===== src/rtl/tcpb_pkg.sv =====
`timescale 1ns / 1ps

package tcpb_pkg;

  localparam int MAX_PACKET_BYTES = 256;
  localparam int HDR_BYTES        = 40;
  localparam int HDR_WORDS        = HDR_BYTES / 8;
  localparam int PAY_CAP          = MAX_PACKET_BYTES - HDR_BYTES;
  localparam int LEN_W            = $clog2(PAY_CAP + 1);
  localparam int PAY_ROWS         = (PAY_CAP + 7) / 8;
  localparam int ROW_W            = (PAY_ROWS > 1) ? $clog2(PAY_ROWS) : 1;
  localparam int ADDR_W           = ROW_W + 1;
  localparam int MEM_ROWS         = 2 ** ADDR_W;
  localparam int K_W              = $clog2((MAX_PACKET_BYTES + 7) / 8);
  localparam int SUM_STEPS        = 15;
  localparam int IP_STEPS         = 8;
  localparam int STEP_W           = $clog2(SUM_STEPS);
  localparam int FIFO_DEPTH       = 2;
  localparam int FPTR_W           = $clog2(FIFO_DEPTH);
  localparam int FCNT_W           = $clog2(FIFO_DEPTH + 1);
  localparam int MAX_OUTST        = 2;
  localparam int OUTST_W          = $clog2(MAX_OUTST + 1);
  localparam int CFG_IDX_W        = 3;
  localparam int CFG_DATA_W       = 32;

  localparam logic [31:0] RST_SRC_ADDR = 32'd167772687;
  localparam logic [31:0] RST_DST_ADDR = 32'd3468493286;
  localparam logic [15:0] RST_SRC_PORT = 16'd12345;
  localparam logic [15:0] RST_DST_PORT = 16'd1337;
  localparam logic [15:0] RST_WINDOW   = 16'd5480;
  localparam logic [7:0]  RST_TTL      = 8'd255;
  localparam logic [15:0] RST_IDENT    = 16'h1234;

  localparam logic [15:0] IP_VER_IHL_TOS = 16'h4500;
  localparam logic [7:0]  PROTO_TCP      = 8'd6;
  localparam logic [7:0]  TCP_DOFF       = 8'h50;
  localparam logic [15:0] TCP_HDR_BYTES  = 16'd20;

  typedef enum logic [CFG_IDX_W-1:0] {
    REG_SRC_ADDR = 3'd0,
    REG_DST_ADDR = 3'd1,
    REG_SRC_PORT = 3'd2,
    REG_DST_PORT = 3'd3,
    REG_WINDOW   = 3'd4,
    REG_TTL      = 3'd5,
    REG_IDENT    = 3'd6
  } cfg_reg_t;

  typedef struct packed {
    logic [31:0] src_addr;
    logic [31:0] dst_addr;
    logic [15:0] src_port;
    logic [15:0] dst_port;
    logic [15:0] window;
    logic [7:0]  ttl;
    logic [15:0] ident;
  } cfg_t;

  typedef struct packed {
    logic             bank;
    logic [LEN_W-1:0] len;
    logic [15:0]      psum;
    logic             ovf;
    logic [31:0]      seq;
    logic [31:0]      ack;
    logic [7:0]       flags;
  } desc_t;

  typedef struct packed {
    logic              en;
    logic [ADDR_W-1:0] addr;
    logic [2:0]        lane;
    logic [7:0]        data;
  } wr_t;

  // ones-complement add with end-around carry
  function automatic logic [15:0] oc_add(input logic [15:0] a, input logic [15:0] b);
    logic [16:0] s;
    s = {1'b0, a} + {1'b0, b};
    return s[15:0] + {15'b0, s[16]};
  endfunction

endpackage


===== src/rtl/tcpb_fifo.sv =====
`timescale 1ns / 1ps

module tcpb_fifo (
  input  logic            clk,
  input  logic            rst_n,
  input  logic            push,
  input  tcpb_pkg::desc_t push_desc,
  input  logic            pop,
  output tcpb_pkg::desc_t pop_desc,
  output logic            empty,
  output logic            full
);

  tcpb_pkg::desc_t             ent_r [tcpb_pkg::FIFO_DEPTH];
  logic [tcpb_pkg::FPTR_W-1:0] wr_ptr_r, rd_ptr_r;
  logic [tcpb_pkg::FCNT_W-1:0] cnt_r;

  assign empty    = (cnt_r == '0);
  assign full     = (cnt_r == tcpb_pkg::FCNT_W'(tcpb_pkg::FIFO_DEPTH));
  assign pop_desc = ent_r[rd_ptr_r];

  always_ff @(posedge clk) begin
    if (push) begin
      ent_r[wr_ptr_r] <= push_desc;
    end
  end

  always_ff @(posedge clk) begin
    if (!rst_n) begin
      wr_ptr_r <= '0;
      rd_ptr_r <= '0;
      cnt_r    <= '0;
    end else begin
      if (push) begin
        wr_ptr_r <= wr_ptr_r + tcpb_pkg::FPTR_W'(1);
      end
      if (pop) begin
        rd_ptr_r <= rd_ptr_r + tcpb_pkg::FPTR_W'(1);
      end
      cnt_r <= cnt_r + tcpb_pkg::FCNT_W'(push) - tcpb_pkg::FCNT_W'(pop);
    end
  end

`ifndef SYNTH
  a_no_overrun: assert property (@(posedge clk) disable iff (!rst_n)
    !(push && full && !pop))
    else $error("descriptor queue overrun");
  a_no_underrun: assert property (@(posedge clk) disable iff (!rst_n)
    pop |-> !empty)
    else $error("descriptor queue underrun");
`endif

endmodule


===== config.mk =====
export PLATFORM = sky130hd
export DESIGN_NAME = tcpb_fifo
export DESIGN_NICKNAME = d
export VERILOG_FILES = /design/src/rtl/tcpb_pkg.sv /design/src/rtl/tcpb_fifo.sv
export SDC_FILE = /design/constraint.sdc
export NUM_CORES = 1
export LEC_CHECK = 0
export BUFFER_PORTS_ARGS = -buffer_cell sky130_fd_sc_hd__buf_2
export CAP_MARGIN = 20
export CORE_ASPECT_RATIO = 0.5
export CORE_MARGIN = 2
export CORE_UTILIZATION = 50
export DETAILED_ROUTE_END_ITERATION = 10
export PLACE_DENSITY = 0.79
export RECOVER_POWER = 100
export SLEW_MARGIN = 40
export SYNTH_ARGS = -nofsm -noshare
export SYNTH_HDL_FRONTEND = slang
export SYNTH_SLANG_ARGS = --single-unit

===== constraint.sdc =====
create_clock -name clk -period 6.77 [get_ports clk]
set_clock_uncertainty 0.15 [all_clocks]
set_input_delay 1.354 -clock clk [delete_from_list [all_inputs] [get_ports clk]]
set_output_delay 1.354 -clock clk [all_outputs]
set_load 0.01 [all_outputs]

==> results.cfg <==
[status]
outcome = complete, but fails checks
violations = capacitance limit, slew limit

[worst_setup_path]
required_ns = 6.68
cp-start-kind = input port
critPathCaptureType = flip-flop
path_max_fanout = 59
r2r_cells = 3
crit_arrival_ns = 4.81
path_class = in -> reg

[final_layout]
fillCellCount = 1123
fin_nets = 646
multiInputGateArea_um2 = 1230
drive_gt1_share_pct = 33.2
final_area_um2 = 8930
seq_area_um2 = 5990
synthToLayoutAreaGrowth_pct = 21.2
diodes = 0

[floorplanning]
die_y_um = 89.8
initial_core_util_pct = 51.1
io_pins = 202
die-area_um2 = 15800
die_x_um = 176
coreArea_um2 = 14400
num_rows = 31

[placed_design]
place_area_um2 = 8610
hpwl_um = 9080
io_buffers = 201
dpl_worst_slack_ns = 3.27
routabilityCongestion = 0.773

[synth]
synthFlopType = edfxtp_1
synth_area_um2 = 7370
synth_common_cells = 196 x edfxtp_1, 78 x mux2_2, 20 x mux2_4
netlist_instances = 326
yosysTopAreaCell = edfxtp_1
synth_compound_area_share_pct = 0.102
seq_area_frac_synth_pct = 81.2
synth_xor_area_share_pct = 0.424
yosys.area_share.simple_pct = 0.730
synth.avg_cell_area_um2 = 22.6
synth-edff-count = 196
yosysMostFrequentCell = edfxtp_1
syn_nets = 430
synth.area.mux_share_pct = 16.0
synth.top_cell.area_share_pct = 79.9
async_flop_share_pct = 0
yosysWarnings = 0
synth.ff_latch_count = 201
synth.distinct_cells = 14
synth.area.top_cells = edfxtp_1 80%, mux2_2 12%, mux2_4 4.1%, dfxtp_1 1.4%, buf_6 0.61%
synthAdderAreaFrac_pct = 0.340
synth_top_family_by_area = multiplexers

[clock_tree]
cts.path.max_buffers = 3
cts_buffers = 19
post-cts-setup-buffers = 0
insertion_delay_ns = 0.47
cts-resized-gates = 0
cts.sinks = 201
cts_tree = done
htree_levels = 1
cts-root-buf = clkbuf_16
path_clk_slew_ns = 0.06
hold_buffers = 0

[sta]
fin_crit_sh_pct = 72.4
rsz0062_at_grt = false
setup_violations = 0
max_slew_margin_pct = -97.3
min_period_ns = 4.90
tns_ns = 0
worst_slack_ns = 1.87
hold_viol = 0
max_freq_mhz = 204
drv_slew = 146
tightest_slew_ns = 2.96

[global_route]
use_met1_pct = 19.7
grt.busiest_layer = met2
grt_util_met2_pct = 31.6
grt_pass1_wl_um = 20700
grt_pass1_vias = 3902
gr-total-overflow = 0
gr-usage-met3_pct = 3.93
grt_max_degree = 60
antenna_found_initial = 0
gr-usage-all-layers_pct = 17.0

[power]
total_power_mw = 2.69
power.density_nw_per_um2 = 301
vdd_drop_max_mv = 0.174
p_leak_nw = 3.07

[min_path]
whs_path_depth = 2
min_path_type = reg -> reg

[detailed_routing]
ant_nets = 0
vias = 3704
drt_first_pass_iters = 4
drt-initial-drc-count = 206
vias_per_cell = 4.92
routedWlPerCell_um = 18.0
routed_wl_um = 13500
drc = 0

[run]
cap_viol_max_count = 3
-- routing by layer --
metal,wire length [µm],vias to the layer above
met5,0,-
met4,318,0
met3,607,26
met2,7410,94
met1,5200,1850
li1,-,1734
-- placed cells by master, fill, tap and decap left out, types with 2 or more instances in the layout --
master       n
mux2_1      18
clkbuf_16   19
buf_4        2
clkinv_2     2
edfxtp_1   196
mux2_2      78
and2_0       3
dfxtp_1      5
inv_1        2
buf_2       75
ha_1         2
mux2_4       2
clkinv_1     5
nor2b_1      3
clkbuf_1   132
-- report_power, final --
group / total, mW / leakage (nW) / switching [mW] / internal [mW]
clock network: 0.970 / 0.275 / 0.413 / 0.557
logic: 0.257 / 0.910 / 0.141 / 0.116
registers: 1.46 / 1.88 / 0.0233 / 1.44
total: 2.69 / 3.07 / 0.577 / 2.11
-- final timing paths --
check	startpoint	end	slack (ns)
max	push	ent_r[0][86]	1.87
min	rd_ptr_r	flip-flop	0.44
max reg2reg	wr_ptr_r	ent_r[0][86]	2.66
min reg2reg	rd_ptr_r	flip-flop	0.44
-- layout make-up --
cell class,instances,share of cell area (%)
clock inverters,10,0.840
multi-input cells,112,13.8
repair buffers,206,9.99
inverters,2,0.0840
clock buffers,24,5.53
flip-flops and latches,201,67.0
well taps,198,2.77
-- flip-flops by register name (all words and copies together) (netlist names), named ones only --
signal and count:
wr_ptr_r 1, ent_r 196, cnt_r 2, rd_ptr_r 1
-- cell families (layout without fill, tap and decap cells) --
group,Yosys count,in the layout
flops,201,201
xor+xnor,2,2
fa+ha+maj,2,2
mux,98,98
buf+inv,13,242
simple gates,9,9
compound gates,1,1
-- metrics by stage --
step,hold slack (ns),util (%),std cells
global placement,0.406,59.5,718
global route,0.457,61.9,753
CTS,0.433,63.6,753
detailed placement,0.410,59.7,719
floorplan,0.405,-,326
finish,0.438,61.9,753
-- critical path: stages --
cell and delay, ns:
clkbuf_1 0.17, nor2b_2 0.17, clkbuf_1 1.67, clkbuf_2 1.38
(Power assumes the default switching activity.)
