==> src/rtl/tcpb_pkg.sv <==
`timescale 1ns / 1ps

package tcpb_pkg;

  localparam int MAX_PACKET_BYTES = 256;
  localparam int HDR_BYTES        = 40;
  localparam int HDR_WORDS        = HDR_BYTES / 8;
  localparam int PAY_CAP          = MAX_PACKET_BYTES - HDR_BYTES;
  localparam int LEN_W            = $clog2(PAY_CAP + 1);
  localparam int PAY_ROWS         = (PAY_CAP + 7) / 8;
  localparam int ROW_W            = (PAY_ROWS > 1) ? $clog2(PAY_ROWS) : 1;
  localparam int ADDR_W           = ROW_W + 1;
  localparam int MEM_ROWS         = 2 ** ADDR_W;
  localparam int K_W              = $clog2((MAX_PACKET_BYTES + 7) / 8);
  localparam int SUM_STEPS        = 15;
  localparam int IP_STEPS         = 8;
  localparam int STEP_W           = $clog2(SUM_STEPS);
  localparam int FIFO_DEPTH       = 2;
  localparam int FPTR_W           = $clog2(FIFO_DEPTH);
  localparam int FCNT_W           = $clog2(FIFO_DEPTH + 1);
  localparam int MAX_OUTST        = 2;
  localparam int OUTST_W          = $clog2(MAX_OUTST + 1);
  localparam int CFG_IDX_W        = 3;
  localparam int CFG_DATA_W       = 32;

  localparam logic [31:0] RST_SRC_ADDR = 32'd167772687;
  localparam logic [31:0] RST_DST_ADDR = 32'd3468493286;
  localparam logic [15:0] RST_SRC_PORT = 16'd12345;
  localparam logic [15:0] RST_DST_PORT = 16'd1337;
  localparam logic [15:0] RST_WINDOW   = 16'd5480;
  localparam logic [7:0]  RST_TTL      = 8'd255;
  localparam logic [15:0] RST_IDENT    = 16'h1234;

  localparam logic [15:0] IP_VER_IHL_TOS = 16'h4500;
  localparam logic [7:0]  PROTO_TCP      = 8'd6;
  localparam logic [7:0]  TCP_DOFF       = 8'h50;
  localparam logic [15:0] TCP_HDR_BYTES  = 16'd20;

  typedef enum logic [CFG_IDX_W-1:0] {
    REG_SRC_ADDR = 3'd0,
    REG_DST_ADDR = 3'd1,
    REG_SRC_PORT = 3'd2,
    REG_DST_PORT = 3'd3,
    REG_WINDOW   = 3'd4,
    REG_TTL      = 3'd5,
    REG_IDENT    = 3'd6
  } cfg_reg_t;

  typedef struct packed {
    logic [31:0] src_addr;
    logic [31:0] dst_addr;
    logic [15:0] src_port;
    logic [15:0] dst_port;
    logic [15:0] window;
    logic [7:0]  ttl;
    logic [15:0] ident;
  } cfg_t;

  typedef struct packed {
    logic             bank;
    logic [LEN_W-1:0] len;
    logic [15:0]      psum;
    logic             ovf;
    logic [31:0]      seq;
    logic [31:0]      ack;
    logic [7:0]       flags;
  } desc_t;

  typedef struct packed {
    logic              en;
    logic [ADDR_W-1:0] addr;
    logic [2:0]        lane;
    logic [7:0]        data;
  } wr_t;

  // ones-complement add with end-around carry
  function automatic logic [15:0] oc_add(input logic [15:0] a, input logic [15:0] b);
    logic [16:0] s;
    s = {1'b0, a} + {1'b0, b};
    return s[15:0] + {15'b0, s[16]};
  endfunction

endpackage

==> src/rtl/tcpb_if.sv <==
`timescale 1ns / 1ps

interface tcpb_in_if;
  logic        valid;
  logic        ready;
  logic        command;
  logic [7:0]  payload_byte;
  logic [31:0] sequence_number;
  logic [31:0] acknowledge_number;
  logic [7:0]  tcp_flags;

  modport source (
    output valid, command, payload_byte, sequence_number, acknowledge_number, tcp_flags,
    input  ready
  );
  modport sink (
    input  valid, command, payload_byte, sequence_number, acknowledge_number, tcp_flags,
    output ready
  );
endinterface


==> src/rtl/tcpb_front.sv <==
`timescale 1ns / 1ps

module tcpb_front (
  input  logic                clk,
  input  logic                rst_n,
  tcpb_in_if.sink             in_ch,
  output tcpb_pkg::wr_t       wr,
  output logic                push,
  output tcpb_pkg::desc_t     push_desc,
  input  logic                done
);

  logic [tcpb_pkg::LEN_W-1:0]   len_r, len_nxt;
  logic [15:0]                  sum_r, sum_nxt;
  logic                         ovf_r, ovf_nxt;
  logic                         bank_r, bank_nxt;
  logic [tcpb_pkg::OUTST_W-1:0] outst_r, outst_nxt;
  logic                         acc_app, acc_fin, has_room;
  logic [15:0]                  term;

  assign in_ch.ready = (outst_r < tcpb_pkg::OUTST_W'(tcpb_pkg::MAX_OUTST));
  assign acc_app     = in_ch.valid && in_ch.ready && !in_ch.command;
  assign acc_fin     = in_ch.valid && in_ch.ready && in_ch.command;
  assign has_room    = (len_r < tcpb_pkg::LEN_W'(tcpb_pkg::PAY_CAP));
  // even offset is the high half of its 16-bit word
  assign term = len_r[0] ? {8'h00, in_ch.payload_byte} : {in_ch.payload_byte, 8'h00};

  always_comb begin
    wr.en   = acc_app && has_room;
    wr.addr = {bank_r, len_r[3 +: tcpb_pkg::ROW_W]};
    wr.lane = len_r[2:0];
    wr.data = in_ch.payload_byte;

    push            = acc_fin;
    push_desc.bank  = bank_r;
    push_desc.len   = len_r;
    push_desc.psum  = sum_r;
    push_desc.ovf   = ovf_r;
    push_desc.seq   = in_ch.sequence_number;
    push_desc.ack   = in_ch.acknowledge_number;
    push_desc.flags = in_ch.tcp_flags;

    len_nxt  = len_r;
    sum_nxt  = sum_r;
    ovf_nxt  = ovf_r;
    bank_nxt = bank_r;
    if (acc_app) begin
      if (has_room) begin
        len_nxt = len_r + tcpb_pkg::LEN_W'(1);
        sum_nxt = tcpb_pkg::oc_add(sum_r, term);
      end else begin
        ovf_nxt = 1'b1;
      end
    end else if (acc_fin) begin
      len_nxt  = '0;
      sum_nxt  = '0;
      ovf_nxt  = 1'b0;
      bank_nxt = !bank_r;
    end

    outst_nxt = outst_r + tcpb_pkg::OUTST_W'(acc_fin) - tcpb_pkg::OUTST_W'(done);
  end

  always_ff @(posedge clk) begin
    if (!rst_n) begin
      len_r   <= '0;
      sum_r   <= '0;
      ovf_r   <= 1'b0;
      bank_r  <= 1'b0;
      outst_r <= '0;
    end else begin
      len_r   <= len_nxt;
      sum_r   <= sum_nxt;
      ovf_r   <= ovf_nxt;
      bank_r  <= bank_nxt;
      outst_r <= outst_nxt;
    end
  end

`ifndef SYNTH
  a_outst_bound: assert property (@(posedge clk) disable iff (!rst_n)
    outst_r <= tcpb_pkg::OUTST_W'(tcpb_pkg::MAX_OUTST))
    else $error("too many packets in flight");
  a_done_has_pkt: assert property (@(posedge clk) disable iff (!rst_n)
    done |-> (outst_r != '0))
    else $error("packet done with none in flight");
`endif

endmodule

==> src/flat_wrapper.sv <==
// flat-port wrapper written by rule: the top's interface ports become plain ports
module tcpb_front_flat 
  (clk, rst_n, wr, push, push_desc, done, in_ch_valid, in_ch_command, in_ch_payload_byte, in_ch_sequence_number, in_ch_acknowledge_number, in_ch_tcp_flags, in_ch_ready);
  tcpb_in_if in_ch_i ();
  input  logic clk;
  input  logic rst_n;
  output tcpb_pkg::wr_t wr;
  output logic push;
  output tcpb_pkg::desc_t push_desc;
  input  logic done;
  input wire logic [$bits(in_ch_i.valid)-1:0] in_ch_valid;
  input wire logic [$bits(in_ch_i.command)-1:0] in_ch_command;
  input wire logic [$bits(in_ch_i.payload_byte)-1:0] in_ch_payload_byte;
  input wire logic [$bits(in_ch_i.sequence_number)-1:0] in_ch_sequence_number;
  input wire logic [$bits(in_ch_i.acknowledge_number)-1:0] in_ch_acknowledge_number;
  input wire logic [$bits(in_ch_i.tcp_flags)-1:0] in_ch_tcp_flags;
  output wire logic [$bits(in_ch_i.ready)-1:0] in_ch_ready;
  assign in_ch_i.valid = in_ch_valid;
  assign in_ch_i.command = in_ch_command;
  assign in_ch_i.payload_byte = in_ch_payload_byte;
  assign in_ch_i.sequence_number = in_ch_sequence_number;
  assign in_ch_i.acknowledge_number = in_ch_acknowledge_number;
  assign in_ch_i.tcp_flags = in_ch_tcp_flags;
  assign in_ch_ready = in_ch_i.ready;
  tcpb_front u_core (.clk(clk), .rst_n(rst_n), .in_ch(in_ch_i), .wr(wr), .push(push), .push_desc(push_desc), .done(done));
endmodule
==> config.mk <==
export PLATFORM = sky130hd
export DESIGN_NAME = tcpb_front_flat
export DESIGN_NICKNAME = d
export VERILOG_FILES = /design/src/rtl/tcpb_pkg.sv /design/src/rtl/tcpb_if.sv /design/src/rtl/tcpb_front.sv /design/src/flat_wrapper.sv
export SDC_FILE = /design/constraint.sdc
export NUM_CORES = 1
export LEC_CHECK = 0
export BUFFER_PORTS_ARGS = -buffer_cell sky130_fd_sc_hd__buf_4
export CELL_PAD_IN_SITES_DETAIL_PLACEMENT = 1
export CELL_PAD_IN_SITES_GLOBAL_PLACEMENT = 1
export CORE_AREA = 5 5 110 112
export DETAILED_ROUTE_END_ITERATION = 7
export DIE_AREA = 0 0 115 117
export GPL_TIMING_DRIVEN = 0
export PLACE_DENSITY_LB_ADDON = 0.1
export SYNTH_ARGS = -nofsm -noshare
export SYNTH_HDL_FRONTEND = slang
export SYNTH_SLANG_ARGS = --single-unit
==> constraint.sdc <==
create_clock -name clk -period 6.1 [get_ports clk]
set_input_delay 1.22 -clock clk [delete_from_list [all_inputs] [get_ports clk]]
set_output_delay 1.22 -clock clk [all_outputs]
set_load 0.05 [all_outputs]
==> results.json <==
{
  "status": "finished clean",
  "grt_max_degree": 16,
  "crit_fanout": 4,
  "antennaDiodeCount": 0,
  "vias": 2882,
  "crit_chain": "buf_4, and2_1, ha_1, inv_1, fa_1, nand2b_1, a21oi_2, o211ai_2, o21ai_4, a21o_1, a21oi_1, nor2b_1, o21ai_0, nand2b_1, ha_1, nor2b_1, nand2_1, a211oi_2, and4b_4, nor2b_4, and4b_4, nand4_1, xnor2_1, o21ai_1",
  "antenna_left": 0,
  "wire_per_inst_um": 14.0,
  "critPathTopFamily": "simple AND/OR/NAND/NOR gates",
  "area_delta_synth_final_pct": 40.4,
  "grt_setup_unrepaired": "false",
  "drive_above_1_share": 0.487,
  "h-tree-depth": 1,
  "dieWidth_um": 115,
  "hold_buffers": 0,
  "final_area_mm2": 0.00432,
  "synth_warnings": 0,
  "hold_slack_ps": 486,
  "seqCellArea_um2": 561,
  "min_path_cells": 2,
  "synthArstFlopShare": 0,
  "port_buffers": 130,
  "maxSlewHeadroom": 0.642,
  "worst_pin_slew_ps": 536,
  "max_clock_freq_ghz": 0.188,
  "timing.rr.end": "u_core.sum_r[15]$_SDFFE_PN0P_",
  "place_area_mm2": 0.00423,
  "gp_congestion": 0.736,
  "worst-r2r-setup-slack_ps": 790,
  "dp_slack_ps": 420,
  "fin_total_pwr_uw": 804,
  "nets": 621,
  "viasPerCell": 4.39,
  "synth_area_leaders": "buf_4 22%, dfxtp_1 18%, ha_1 8.5%",
  "cts_setup_buffers": 0,
  "netlist_area_mm2": 0.00308,
  "final_hold_viol_count": 0,
  "fin_setup_tns_ps": 0,
  "setup_viol": 0,
  "placedCellCount": 652,
  "wl_um": 9170,
  "nFillCells": 1388,
  "first_pass_iters": 4,
  "cts.repair.resized": 0,
  "synth_most_common_cell": "buf_4",
  "die_h_um": 117,
  "final_core_util": 0.388,
  "clock_sinks": 28,
  "cpPeakStageDelay_ps": 420,
  "grt_usage": 0.124,
  "grt-ovfl-total": 0,
  "synth-edff-count": 0,
  "crit_path_start_kind": "input pin",
  "dieArea_mm2": 0.0135,
  "syn_avg_cell_area_um2": 8.12,
  "required_ps": 6260,
  "ys.flop_type": "dfxtp_1",
  "period_minus_slack_ps": 5310,
  "fin_ws_ps": 787,
  "syn_inst": 379,
  "worstHoldStart": "u_core.sum_r[15]$_SDFFE_PN0P_",
  "dp_hpwl_um": 8070,
  "reg2reg_depth": 24,
  "cts_tree": "yes",
  "cp_slowest_cell": "fa_1",
  "critPathArrivalTime_ps": 5470,
  "multiInputGateArea_mm2": 0.00177,
  "crit_type": "in -> reg",
  "start_util": 0.277,
  "cts.clk_slew.worst_paths_ps": 70,
  "slew_viol_final": 0,
  "end_kind": "flip-flop",
  "critical_path_buf_inv_count": 2,
  "drcViolationCount": 0,
  "fin_cells": 656,
  "ys_top_cells_by_count": "91 x buf_4, 29 x nand2_1, 28 x dfxtp_1",
  "cts_buffer_depth": 2,
  "p_leak_nw": 2.13,
  "rows": 39,
  "synth.distinct_cells": 59,
  "hold_path.class": "reg -> reg",
  "r2r_start": "u_core.len_r[0]$_SDFFE_PN0P_",
  "root_buffer": "clkbuf_16",
  "syn_nets": 486,
  "ir_drop_mv": 0.0973,
  "worst_clock_skew_ps": 1.92,
  "synth_top_area_share": 0.222,
  "num_io_pins": 203,
  "grt_pass1_wl_um": 13600,
  "drt_iter0_drc": 43,
  "post-route-period-util": 0.871,
  "core_mm2": 0.0111,
  "clk_latency_ps": 270,
  "grt_pass1_vias": 2799,
  "antenna_found_initial": 0,
  "numCtsBuffers": 3,
  "ys_seq_elements": 28,
  "whs_endpoint": "u_core.sum_r[15]$_SDFFE_PN0P_",
  "synth_top_area_cell": "buf_4",
  "powerDensity_mw_per_mm2": 186,
  "synth_seq_area_share": 0.182,
  "cap_violations": 0
}
-- registers in the layout, summed over array words and instances, names as in the netlist --
register        count
u_core.outst_r      2
u_core.sum_r       16
u_core.bank_r       1
u_core.ovf_r        1
u_core.len_r        8
-- worst max-delay path by stage --
stage | from | to | slack, ps | depth (start not counted)
floorplan | in_ch_payload_byte[0] | u_core.sum_r[11]$_SDFFE_PN0P_ | 1170 | 23
detailed placement | in_ch_payload_byte[0] | u_core.sum_r[15]$_SDFFE_PN0P_ | 420 | 24
global route | u_core.len_r[0]$_SDFFE_PN0P_ | u_core.sum_r[11]$_SDFFE_PN0P_ | 320 | 24
CTS | u_core.len_r[0]$_SDFFE_PN0P_ | u_core.sum_r[15]$_SDFFE_PN0P_ | 680 | 24
finish | in_ch_payload_byte[0] | u_core.sum_r[15]$_SDFFE_PN0P_ | 790 | 24
global placement | in_ch_payload_byte[0] | u_core.sum_r[15]$_SDFFE_PN0P_ | 460 | 24
-- worst register-to-register path, delay by kind of cell (launching register included) --
| family | cells | cell delay, ps |
|---|---|---|
| simple gates | 10 | 1880 |
| fa+ha+maj | 3 | 850 |
| compound gates | 8 | 1260 |
| buf+inv | 2 | 400 |
| xor+xnor | 1 | 170 |
| flops | 1 | 660 |
-- layer usage --
layer / global-route usage / part of all wire / vias to the layer above
met5: 0 / 0 / -
met4: 0.0376 / 0.011 / 0
met3: 0.0226 / 0.093 / 5
met2: 0.217 / 0.48 / 120
met1: 0.157 / 0.41 / 1295
li1: - / - / 1462
-- layout by cell type (no fill, tap or decap), types with 8 or more instances in the layout --
cell type and instances:
and2_1 18, a21oi_1 10, dfxtp_1 28, nor2_1 17, xnor2_1 15, nor2b_1 13
nand3_1 18, buf_4 221, nand2_1 29, o21ai_0 13, xor2_1 11, inv_1 9
ha_1 21, o21ai_1 8
-- final cells by class --
cell class,count,area share
Multi-Input combinational cell,243,0.409
Timing Repair Buffer,130,0.226
Buffer,98,0.164
Sequential cell,28,0.130
Tap cell,143,0.0414
Clock buffer,4,0.0206
Inverter,10,0.00869
-- where the power goes --
part           switching [mW]  internal (mW)  leakage, nW
clock                  0.0646          0.101       0.0442
sequential             0.0140          0.195        0.227
combinational           0.268          0.162         1.86
-- cells by family (layout without fill, tap and decap cells) --
group,after synthesis,after routing,synth area share
adders and majority gates,22,22,0.0919
AOI/OAI and AO/OA,65,65,0.148
DFF,28,28,0.182
xor gates and xnor gates,32,32,0.109
muxes,1,1,0.00325
buffers and inverters,108,242,0.243
and+or+nand+nor,123,123,0.222
Note: power is estimated with default switching activity, not from simulation.
