$ cat src/rtl/tcpb_pkg.sv
`timescale 1ns / 1ps

package tcpb_pkg;

  localparam int MAX_PACKET_BYTES = 256;
  localparam int HDR_BYTES        = 40;
  localparam int HDR_WORDS        = HDR_BYTES / 8;
  localparam int PAY_CAP          = MAX_PACKET_BYTES - HDR_BYTES;
  localparam int LEN_W            = $clog2(PAY_CAP + 1);
  localparam int PAY_ROWS         = (PAY_CAP + 7) / 8;
  localparam int ROW_W            = (PAY_ROWS > 1) ? $clog2(PAY_ROWS) : 1;
  localparam int ADDR_W           = ROW_W + 1;
  localparam int MEM_ROWS         = 2 ** ADDR_W;
  localparam int K_W              = $clog2((MAX_PACKET_BYTES + 7) / 8);
  localparam int SUM_STEPS        = 15;
  localparam int IP_STEPS         = 8;
  localparam int STEP_W           = $clog2(SUM_STEPS);
  localparam int FIFO_DEPTH       = 2;
  localparam int FPTR_W           = $clog2(FIFO_DEPTH);
  localparam int FCNT_W           = $clog2(FIFO_DEPTH + 1);
  localparam int MAX_OUTST        = 2;
  localparam int OUTST_W          = $clog2(MAX_OUTST + 1);
  localparam int CFG_IDX_W        = 3;
  localparam int CFG_DATA_W       = 32;

  localparam logic [31:0] RST_SRC_ADDR = 32'd167772687;
  localparam logic [31:0] RST_DST_ADDR = 32'd3468493286;
  localparam logic [15:0] RST_SRC_PORT = 16'd12345;
  localparam logic [15:0] RST_DST_PORT = 16'd1337;
  localparam logic [15:0] RST_WINDOW   = 16'd5480;
  localparam logic [7:0]  RST_TTL      = 8'd255;
  localparam logic [15:0] RST_IDENT    = 16'h1234;

  localparam logic [15:0] IP_VER_IHL_TOS = 16'h4500;
  localparam logic [7:0]  PROTO_TCP      = 8'd6;
  localparam logic [7:0]  TCP_DOFF       = 8'h50;
  localparam logic [15:0] TCP_HDR_BYTES  = 16'd20;

  typedef enum logic [CFG_IDX_W-1:0] {
    REG_SRC_ADDR = 3'd0,
    REG_DST_ADDR = 3'd1,
    REG_SRC_PORT = 3'd2,
    REG_DST_PORT = 3'd3,
    REG_WINDOW   = 3'd4,
    REG_TTL      = 3'd5,
    REG_IDENT    = 3'd6
  } cfg_reg_t;

  typedef struct packed {
    logic [31:0] src_addr;
    logic [31:0] dst_addr;
    logic [15:0] src_port;
    logic [15:0] dst_port;
    logic [15:0] window;
    logic [7:0]  ttl;
    logic [15:0] ident;
  } cfg_t;

  typedef struct packed {
    logic             bank;
    logic [LEN_W-1:0] len;
    logic [15:0]      psum;
    logic             ovf;
    logic [31:0]      seq;
    logic [31:0]      ack;
    logic [7:0]       flags;
  } desc_t;

  typedef struct packed {
    logic              en;
    logic [ADDR_W-1:0] addr;
    logic [2:0]        lane;
    logic [7:0]        data;
  } wr_t;

  // ones-complement add with end-around carry
  function automatic logic [15:0] oc_add(input logic [15:0] a, input logic [15:0] b);
    logic [16:0] s;
    s = {1'b0, a} + {1'b0, b};
    return s[15:0] + {15'b0, s[16]};
  endfunction

endpackage

$ cat src/rtl/tcpb_if.sv


interface tcpb_out_if;
  logic        valid;
  logic        ready;
  logic [63:0] packet_word;
  logic [3:0]  valid_bytes;
  logic        last_word;
  logic        payload_overflow;

  modport source (
    output valid, packet_word, valid_bytes, last_word, payload_overflow,
    input  ready
  );
  modport sink (
    input  valid, packet_word, valid_bytes, last_word, payload_overflow,
    output ready
  );
endinterface

$ cat src/rtl/tcpb_back.sv
`timescale 1ns / 1ps

module tcpb_back (
  input  logic            clk,
  input  logic            rst_n,
  input  tcpb_pkg::cfg_t  cfg,
  input  tcpb_pkg::wr_t   wr,
  input  tcpb_pkg::desc_t head,
  input  logic            empty,
  output logic            pop,
  output logic            done,
  tcpb_out_if.source      out_ch
);

  typedef enum logic [2:0] {
    S_IDLE,
    S_SUM,
    S_HDR,
    S_FETCH,
    S_PAY
  } state_t;

  // payload store: two banks, one row of eight bytes per packet word
  logic [7:0][7:0] mem_r [tcpb_pkg::MEM_ROWS];
  logic [63:0]     rd_q_r;

  state_t                       state_r, state_nxt;
  tcpb_pkg::desc_t              d_r, d_nxt;
  logic [15:0]                  ip_acc_r, ip_acc_nxt;
  logic [15:0]                  tcp_acc_r, tcp_acc_nxt;
  logic [tcpb_pkg::STEP_W-1:0]  step_r, step_nxt;
  logic [tcpb_pkg::K_W-1:0]     k_r, k_nxt;
  logic                         out_valid_r, out_valid_nxt;
  logic [63:0]                  out_word_r, out_word_nxt;
  logic [3:0]                   out_vb_r, out_vb_nxt;
  logic                         out_last_r, out_last_nxt;
  logic                         out_ovf_r, out_ovf_nxt;

  logic [15:0]                  tot16, nw16, tcp_len, ip_term, tcp_term;
  logic [tcpb_pkg::K_W-1:0]     last_k;
  logic [3:0]                   vb_last, vb;
  logic                         is_last, slot_free;
  logic [tcpb_pkg::ROW_W-1:0]   row_k;
  logic [0:4][63:0]             hdr_w;
  logic [63:0]                  pay_word;

  always_ff @(posedge clk) begin
    if (wr.en) begin
      mem_r[wr.addr][3'd7 - wr.lane] <= wr.data;
    end
    rd_q_r <= mem_r[{d_r.bank, row_k}];
  end

  assign tot16   = 16'(tcpb_pkg::HDR_BYTES) + 16'(d_r.len);
  assign tcp_len = tcpb_pkg::TCP_HDR_BYTES + 16'(d_r.len);
  assign nw16    = (tot16 + 16'd7) >> 3;
  assign last_k  = tcpb_pkg::K_W'(nw16 - 16'd1);
  assign vb_last = (tot16[2:0] == 3'd0) ? 4'd8 : {1'b0, tot16[2:0]};
  assign is_last = (k_r == last_k);
  assign vb      = is_last ? vb_last : 4'd8;
  assign row_k   = tcpb_pkg::ROW_W'(k_r - tcpb_pkg::K_W'(tcpb_pkg::HDR_WORDS));

  assign hdr_w = {
    tcpb_pkg::IP_VER_IHL_TOS, tot16, cfg.ident, 16'h0000,
    cfg.ttl, tcpb_pkg::PROTO_TCP, ~ip_acc_r, cfg.src_addr, cfg.dst_addr,
    cfg.src_port, cfg.dst_port, d_r.seq, d_r.ack,
    tcpb_pkg::TCP_DOFF, d_r.flags, cfg.window, ~tcp_acc_r, 16'h0000
  };

  always_comb begin
    for (int i = 0; i < 8; i++) begin
      pay_word[63 - 8*i -: 8] = (4'(i) < vb) ? rd_q_r[63 - 8*i -: 8] : 8'h00;
    end
  end

  always_comb begin
    unique case (step_r)
      4'd0:    ip_term = tcpb_pkg::IP_VER_IHL_TOS;
      4'd1:    ip_term = tot16;
      4'd2:    ip_term = cfg.ident;
      4'd3:    ip_term = {cfg.ttl, tcpb_pkg::PROTO_TCP};
      4'd4:    ip_term = cfg.src_addr[31:16];
      4'd5:    ip_term = cfg.src_addr[15:0];
      4'd6:    ip_term = cfg.dst_addr[31:16];
      4'd7:    ip_term = cfg.dst_addr[15:0];
      default: ip_term = 16'h0000;
    endcase
    unique case (step_r)
      4'd0:    tcp_term = cfg.src_addr[31:16];
      4'd1:    tcp_term = cfg.src_addr[15:0];
      4'd2:    tcp_term = cfg.dst_addr[31:16];
      4'd3:    tcp_term = cfg.dst_addr[15:0];
      4'd4:    tcp_term = {8'h00, tcpb_pkg::PROTO_TCP};
      4'd5:    tcp_term = tcp_len;
      4'd6:    tcp_term = cfg.src_port;
      4'd7:    tcp_term = cfg.dst_port;
      4'd8:    tcp_term = d_r.seq[31:16];
      4'd9:    tcp_term = d_r.seq[15:0];
      4'd10:   tcp_term = d_r.ack[31:16];
      4'd11:   tcp_term = d_r.ack[15:0];
      4'd12:   tcp_term = {tcpb_pkg::TCP_DOFF, d_r.flags};
      4'd13:   tcp_term = cfg.window;
      4'd14:   tcp_term = d_r.psum;
      default: tcp_term = 16'h0000;
    endcase
  end

  assign slot_free = !out_valid_r || out_ch.ready;

  always_comb begin
    state_nxt     = state_r;
    d_nxt         = d_r;
    ip_acc_nxt    = ip_acc_r;
    tcp_acc_nxt   = tcp_acc_r;
    step_nxt      = step_r;
    k_nxt         = k_r;
    out_valid_nxt = out_ch.ready ? 1'b0 : out_valid_r;
    out_word_nxt  = out_word_r;
    out_vb_nxt    = out_vb_r;
    out_last_nxt  = out_last_r;
    out_ovf_nxt   = out_ovf_r;
    pop           = 1'b0;
    done          = 1'b0;

    unique case (state_r)
      S_IDLE: begin
        if (!empty) begin
          pop         = 1'b1;
          d_nxt       = head;
          ip_acc_nxt  = '0;
          tcp_acc_nxt = '0;
          step_nxt    = '0;
          state_nxt   = S_SUM;
        end
      end
      S_SUM: begin
        if (step_r < tcpb_pkg::STEP_W'(tcpb_pkg::IP_STEPS)) begin
          ip_acc_nxt = tcpb_pkg::oc_add(ip_acc_r, ip_term);
        end
        tcp_acc_nxt = tcpb_pkg::oc_add(tcp_acc_r, tcp_term);
        step_nxt    = step_r + tcpb_pkg::STEP_W'(1);
        if (step_r == tcpb_pkg::STEP_W'(tcpb_pkg::SUM_STEPS - 1)) begin
          k_nxt     = '0;
          state_nxt = S_HDR;
        end
      end
      S_HDR: begin
        if (slot_free) begin
          out_valid_nxt = 1'b1;
          out_word_nxt  = hdr_w[k_r[2:0]];
          out_vb_nxt    = vb;
          out_last_nxt  = is_last;
          out_ovf_nxt   = d_r.ovf;
          k_nxt         = k_r + tcpb_pkg::K_W'(1);
          if (is_last) begin
            done      = 1'b1;
            state_nxt = S_IDLE;
          end else if (k_r == tcpb_pkg::K_W'(tcpb_pkg::HDR_WORDS - 1)) begin
            state_nxt = S_FETCH;
          end
        end
      end
      S_FETCH: begin
        state_nxt = S_PAY;
      end
      S_PAY: begin
        if (slot_free) begin
          out_valid_nxt = 1'b1;
          out_word_nxt  = pay_word;
          out_vb_nxt    = vb;
          out_last_nxt  = is_last;
          out_ovf_nxt   = d_r.ovf;
          k_nxt         = k_r + tcpb_pkg::K_W'(1);
          if (is_last) begin
            done      = 1'b1;
            state_nxt = S_IDLE;
          end else begin
            state_nxt = S_FETCH;
          end
        end
      end
      default: state_nxt = S_IDLE;
    endcase
  end

  always_ff @(posedge clk) begin
    if (!rst_n) begin
      state_r     <= S_IDLE;
      out_valid_r <= 1'b0;
    end else begin
      state_r     <= state_nxt;
      out_valid_r <= out_valid_nxt;
    end
    d_r        <= d_nxt;
    ip_acc_r   <= ip_acc_nxt;
    tcp_acc_r  <= tcp_acc_nxt;
    step_r     <= step_nxt;
    k_r        <= k_nxt;
    out_word_r <= out_word_nxt;
    out_vb_r   <= out_vb_nxt;
    out_last_r <= out_last_nxt;
    out_ovf_r  <= out_ovf_nxt;
  end

  assign out_ch.valid            = out_valid_r;
  assign out_ch.packet_word      = out_word_r;
  assign out_ch.valid_bytes      = out_vb_r;
  assign out_ch.last_word        = out_last_r;
  assign out_ch.payload_overflow = out_ovf_r;

`ifndef SYNTH
  a_done_shows_last: assert property (@(posedge clk) disable iff (!rst_n)
    done |=> (out_valid_r && out_last_r))
    else $error("packet done without a last beat");
`endif

endmodule

$ cat src/flat_wrapper.sv
// flat-port wrapper written by rule: the top's interface ports become plain ports
module tcpb_back_flat 
  (clk, rst_n, cfg, wr, head, empty, pop, done, out_ch_valid, out_ch_packet_word, out_ch_valid_bytes, out_ch_last_word, out_ch_payload_overflow, out_ch_ready);
  tcpb_out_if out_ch_i ();
  input  logic clk;
  input  logic rst_n;
  input  tcpb_pkg::cfg_t cfg;
  input  tcpb_pkg::wr_t wr;
  input  tcpb_pkg::desc_t head;
  input  logic empty;
  output logic pop;
  output logic done;
  output wire logic [$bits(out_ch_i.valid)-1:0] out_ch_valid;
  output wire logic [$bits(out_ch_i.packet_word)-1:0] out_ch_packet_word;
  output wire logic [$bits(out_ch_i.valid_bytes)-1:0] out_ch_valid_bytes;
  output wire logic [$bits(out_ch_i.last_word)-1:0] out_ch_last_word;
  output wire logic [$bits(out_ch_i.payload_overflow)-1:0] out_ch_payload_overflow;
  input wire logic [$bits(out_ch_i.ready)-1:0] out_ch_ready;
  assign out_ch_valid = out_ch_i.valid;
  assign out_ch_packet_word = out_ch_i.packet_word;
  assign out_ch_valid_bytes = out_ch_i.valid_bytes;
  assign out_ch_last_word = out_ch_i.last_word;
  assign out_ch_payload_overflow = out_ch_i.payload_overflow;
  assign out_ch_i.ready = out_ch_ready;
  tcpb_back u_core (.clk(clk), .rst_n(rst_n), .cfg(cfg), .wr(wr), .head(head), .empty(empty), .pop(pop), .done(done), .out_ch(out_ch_i));
endmodule
$ cat config.mk
export PLATFORM = sky130hd
export DESIGN_NAME = tcpb_back_flat
export DESIGN_NICKNAME = d
export VERILOG_FILES = /design/src/rtl/tcpb_pkg.sv /design/src/rtl/tcpb_if.sv /design/src/rtl/tcpb_back.sv /design/src/flat_wrapper.sv
export SDC_FILE = /design/constraint.sdc
export NUM_CORES = 2
export LEC_CHECK = 0
export BUFFER_PORTS_ARGS = -buffer_cell sky130_fd_sc_hd__buf_2
export CORE_AREA = 10 10 571 573
export DETAILED_ROUTE_END_ITERATION = 7
export DIE_AREA = 0 0 581 583
export PLACE_DENSITY = 0.71
export SYNTH_ARGS = -nofsm -noshare
export SYNTH_HDL_FRONTEND = slang
export SYNTH_SLANG_ARGS = --single-unit
$ cat constraint.sdc
create_clock -name clk -period 18.32 [get_ports clk]
set_clock_uncertainty 0.2 [all_clocks]
set_input_delay 3.664 -clock clk [delete_from_list [all_inputs] [get_ports clk]]
set_output_delay 3.664 -clock clk [all_outputs]
set_load 0.005 [all_outputs]
==> results.md <==
Die:
- After floorplanning, the core was sized to cover 314,000 sq um.
- Measured along the x axis, the die boundary spans 581 microns.
- The die is 583 microns tall.
- Pin placement for this block handled 329 I/O pins.
- The die covers 339,000 sq um.
- The floorplan has 206 rows.
- The effective utilization at floorplan is 0.548.

Synth:
- Synthesis produced a netlist with a net count of 8,076.
- The commonest register cell after synthesis is edfxtp_1.
- Yosys mapped a number of flops with a built-in enable equal to around 4,300.
- The warning count from the yosys run is 0.
- Synthesis produced 7,769 cells.
- After synthesis, the share of flip-flops with an asynchronous set or reset is 0.
- In this run the mean area of a mapped cell was 22.2 sq um.
- Of the synthesized area, sequential elements account for 0.759.
- The synthesized cell area is around 170,000 sq um.
- The post-synthesis register bit count is 4,373.
- The netlist uses a little under 80 different library cells.

Clocking:
- TritonCTS built the clock tree.
- Clock tree synthesis found a total of around 4,400 sinks.
- The post-CTS setup-driven buffer insertion count is 0.
- After clock tree synthesis, the clock-pin slew on the worst setup and hold paths is 0.06 ns.
- The clock buffer count from CTS is approximately 420.
- The post-cts repair resize count is 0.
- The longest clock path from root to sink contains 4 buffers.
- For the worst-skew pair, the clock arrives at the later sink with an insertion delay of approximately 1 ns.
- The cts-stage hold buffer count is 0.
- The cell sitting at the root of the clock tree is a clkbuf_16.
- In this run the number of H-tree levels came out at 5.

Timing:
- The final max-slew violation count is 9.
- At the pin with the least slew margin, the transition time is 1.56 ns.
- Setup violations remaining at the end of the flow were counted as 0.
- For this run, the top clock speed supported by timing is 115 MHz.
- After routing, the total negative slack on setup checks comes to 0 ns.
- Headroom to the max-slew limit came out at -0.0416.
- In the post-route analysis, the smallest setup slack over all paths is about 9.6 ns.
- The portion of the clock cycle consumed by the worst path in the final layout is 0.475.
- The final number of hold-violating endpoints was 0.
- Setup repair after global routing left no endpoint under its margin.
- For the finished layout, the period the worst path requires is 8.70 ns.

GRT:
- In the global route stage, overall resource usage came out at 0.276.
- Entering global routing, the biggest net connects 187 pins.
- The first-pass GRT wire length is ~670,000 microns.
- The total overflow reported by the global router is 0.
- The number of global-route vias before repair is 85,300.
- The number of antenna violations at the first check in global routing is 54.

Route:
- For this run, design rule violations remaining after detail routing come to 0.
- The mean routed wirelength per cell is 37.1 microns.
- Dividing the detail-routed via count by the number of cells gives 6.70.
- Before antenna repair, the detailed router went through 6 iterations.
- For this block, the initial DRC count from the detailed router was between 10,000 and 15,000.
- The via total after detailed routing is 86,000.
- The wire length after detailed routing is 476,000 microns.
- The count of nets left with antenna violations after detail routing is 0.

Power:
- The internal power is 0.0164 W.
- The share of total power dissipated in combinational logic is 0.071.
- For this design the static power due to leakage is 59.8 nW.
- The power per cell area is 110 nW/um^2.
- Of the total power, the share spent switching nets is 0.227.
- Of the total power, registers draw 0.527.
- The clock share of power is 0.402.
- For this design the total switching power over the nets is 0.00483 W.
- The maximum resistive drop on vdd is around 80 uV.
- The completed layout was analyzed and its total power is 0.0212 W.

Final layout:
- Of the cells placed in the final design, the portion with a size suffix greater than 1 is 0.293.
- The number of nets in the final layout is approximately 8,500.
- The final design area excluding fillers is 192,000 sq um.
- The final cell count without fillers is 12,800.
- In the layout the commonest cells are 4,305 x edfxtp_1, 1,362 x mux4_2, 662 x nor2_1, 427 x clkbuf_16, 320 x buf_2.
- The filler cells instantiated in the layout total 21,200.
- The most common cell after layout, fill and taps aside is edfxtp_1.
- The area growth from synthesis to layout is 11.8%.

Place:
- At the placement stage, the worst setup path has a slack of 9.63 ns.
- Detailed placement finished with a half-perimeter wire length of just under 300,000 microns.
- Summing all placed instances gives a cell area of 179,000 sq um.
- The number of placed instances with taps included is roughly 12,000.
- The congestion estimate from routability-driven global placement came to 0.965.
- Port buffering added around 330 buffers.

Min path:
- The worst hold path depth is 0.
- In this run the worst hold path is classified as reg -> reg.
- For hold timing, the worst endpoint is u_core.out_ch.payload_overflow.
- The startpoint of the lowest-slack hold path is u_core.d_r[72].

Outcome:
- The checks that failed: max-capacitance violations, max-slew violations.
- The run finished, with violations left.

Flow run:
- The max-cap violation count is 1.

Worst setup path:
- The register-to-register setup slack is 10.80 ns.
- Of all nets on the critical path, the largest fanout is 7.
- The type of origin of the critical path is an input pin.
- At the worst endpoint, the arrival time is just under 5 ns.
- The worst register-to-register path has a depth of 9.
- The startpoint-to-endpoint class of the critical path is in -> out.
- The required time of the critical path is 14.46 ns.
- The capturing element type of the critical path is an output port.
- The worst flop-to-flop path startpoint is u_core.k_r[0].
- In this run the critical register-to-register path is captured at u_core.rd_q_r[56].
[stage by stage]
stage               hold slack [ns]  utilization
floorplan                     0.200            -
global placement              0.211        0.569
detailed placement            0.229        0.569
CTS                           0.226        0.612
global route                  0.228        0.612
finish                        0.224        0.613
[power groups by stage]
stage | clock network (W) | logic [W] | registers (W)
floorplan | 0 | 0.000887 | 0.0113
global placement | 0 | 0.00147 | 0.0114
detailed placement | 0 | 0.00149 | 0.0114
CTS | 0.00861 | 0.00149 | 0.0112
global route | 0.00899 | 0.00161 | 0.0112
finish | 0.00853 | 0.00151 | 0.0112
[worst max-delay path: stages]
cell and delay, ns:
buf_2 0.11, nor2b_1 0.39, nor2_1 0.26, and2_1 0.26, buf_2 0.14
[worst max path at each step]
stage | endpoint | depth (start not counted) | startpoint
floorplan | pop | 1 | empty
global placement | done | 5 | out_ch_ready
detailed placement | done | 5 | out_ch_ready
CTS | done | 5 | out_ch_ready
global route | done | 5 | out_ch_ready
finish | done | 5 | out_ch_ready
[cells by family (layout without fill, tap and decap cells)]
group                      Yosys count  in the layout  synth area share
adders and majority gates           51             51           0.00379
and+or+nand+nor                    996            996            0.0243
other                                0             68                 0
AOI/OAI and AO/OA                  394            394            0.0167
xor gates and xnor gates            69             69           0.00366
muxes                             1417           1417             0.181
DFF                               4373           4373             0.759
buffers and inverters              469           1304            0.0111
[synthesized netlist by cell type (4+ instances only)]
| master | n | share of area |
|---|---|---|
| xor2_1 | 35 | 0.0018 |
| inv_1 | 25 | 0.00055 |
| a21oi_1 | 82 | 0.0024 |
| mux4_2 | 1362 | 0.18 |
| a221o_1 | 31 | 0.0018 |
| a211oi_1 | 12 | 0.00052 |
| nand3_1 | 42 | 0.0012 |
| a22oi_1 | 57 | 0.0025 |
| edfxtp_1 | 4305 | 0.75 |
| nor2_1 | 664 | 0.014 |
| o22a_1 | 5 | 0.00025 |
| o21ai_0 | 59 | 0.0017 |
| nand4_1 | 15 | 0.00055 |
| nor2b_1 | 13 | 0.00047 |
| mux2_2 | 7 | 0.00046 |
| clkbuf_1 | 290 | 0.0063 |
| o21a_1 | 6 | 0.00026 |
| buf_1 | 36 | 0.00079 |
| and3_1 | 19 | 0.00069 |
| nor3b_1 | 11 | 0.00048 |
| o2bb2ai_1 | 8 | 0.00041 |
| dfxtp_1 | 68 | 0.0079 |
| buf_2 | 115 | 0.0033 |
| a21o_1 | 10 | 0.00044 |
| a22o_1 | 33 | 0.0017 |
| a221oi_1 | 32 | 0.0016 |
| and2_1 | 20 | 0.00073 |
| nor3_1 | 16 | 0.00047 |
| nor4_1 | 7 | 0.00025 |
| a222oi_1 | 8 | 0.00047 |
| ha_1 | 49 | 0.0036 |
| nand2_1 | 154 | 0.0034 |
| a31oi_1 | 4 | 0.00015 |
| nand2b_1 | 7 | 0.00025 |
| or3_1 | 7 | 0.00025 |
| xnor2_1 | 32 | 0.0016 |
| o221ai_1 | 9 | 0.00046 |
| mux2i_1 | 48 | 0.0028 |
| a2111oi_0 | 4 | 0.00020 |
[flip-flops by register name, indices dropped and copies added (netlist names), 3 cells and up]
register / flops
u_core.d_r: 98
u_core.ip_acc_r: 16
u_core.k_r: 5
u_core.mem_r: 4096
u_core.out_ch.packet_word: 64
u_core.out_ch.valid_bytes: 4
u_core.rd_q_r: 64
u_core.state_r: 3
u_core.step_r: 4
u_core.tcp_acc_r: 16
[per-layer routing]
layer | routed length, microns | part of all wire | vias to the layer above | GRT usage
met3 | 49600 | 0.10 | 884 | 0.0662
met4 | 21700 | 0.046 | 16 | 0.123
met1 | 174000 | 0.36 | 45900 | 0.371
met5 | 218 | 0.00046 | - | 0.00266
met2 | 231000 | 0.48 | 5322 | 0.436
li1 | - | - | 33900 | -
[area by class of cell]
class                      count  area (sq um)  area share
clock buffer                 554         11300      0.0587
inverter                      26          97.6    0.000507
timing repair buffer         485          3040      0.0158
tap                         4160          5200      0.0270
multi-input combinational   2927         39800       0.207
antenna                       68           170    0.000884
sequential                  4373        131000       0.679
clock inverter               239          2220      0.0115
No activity file was read; power rests on OpenSTA's default activity.
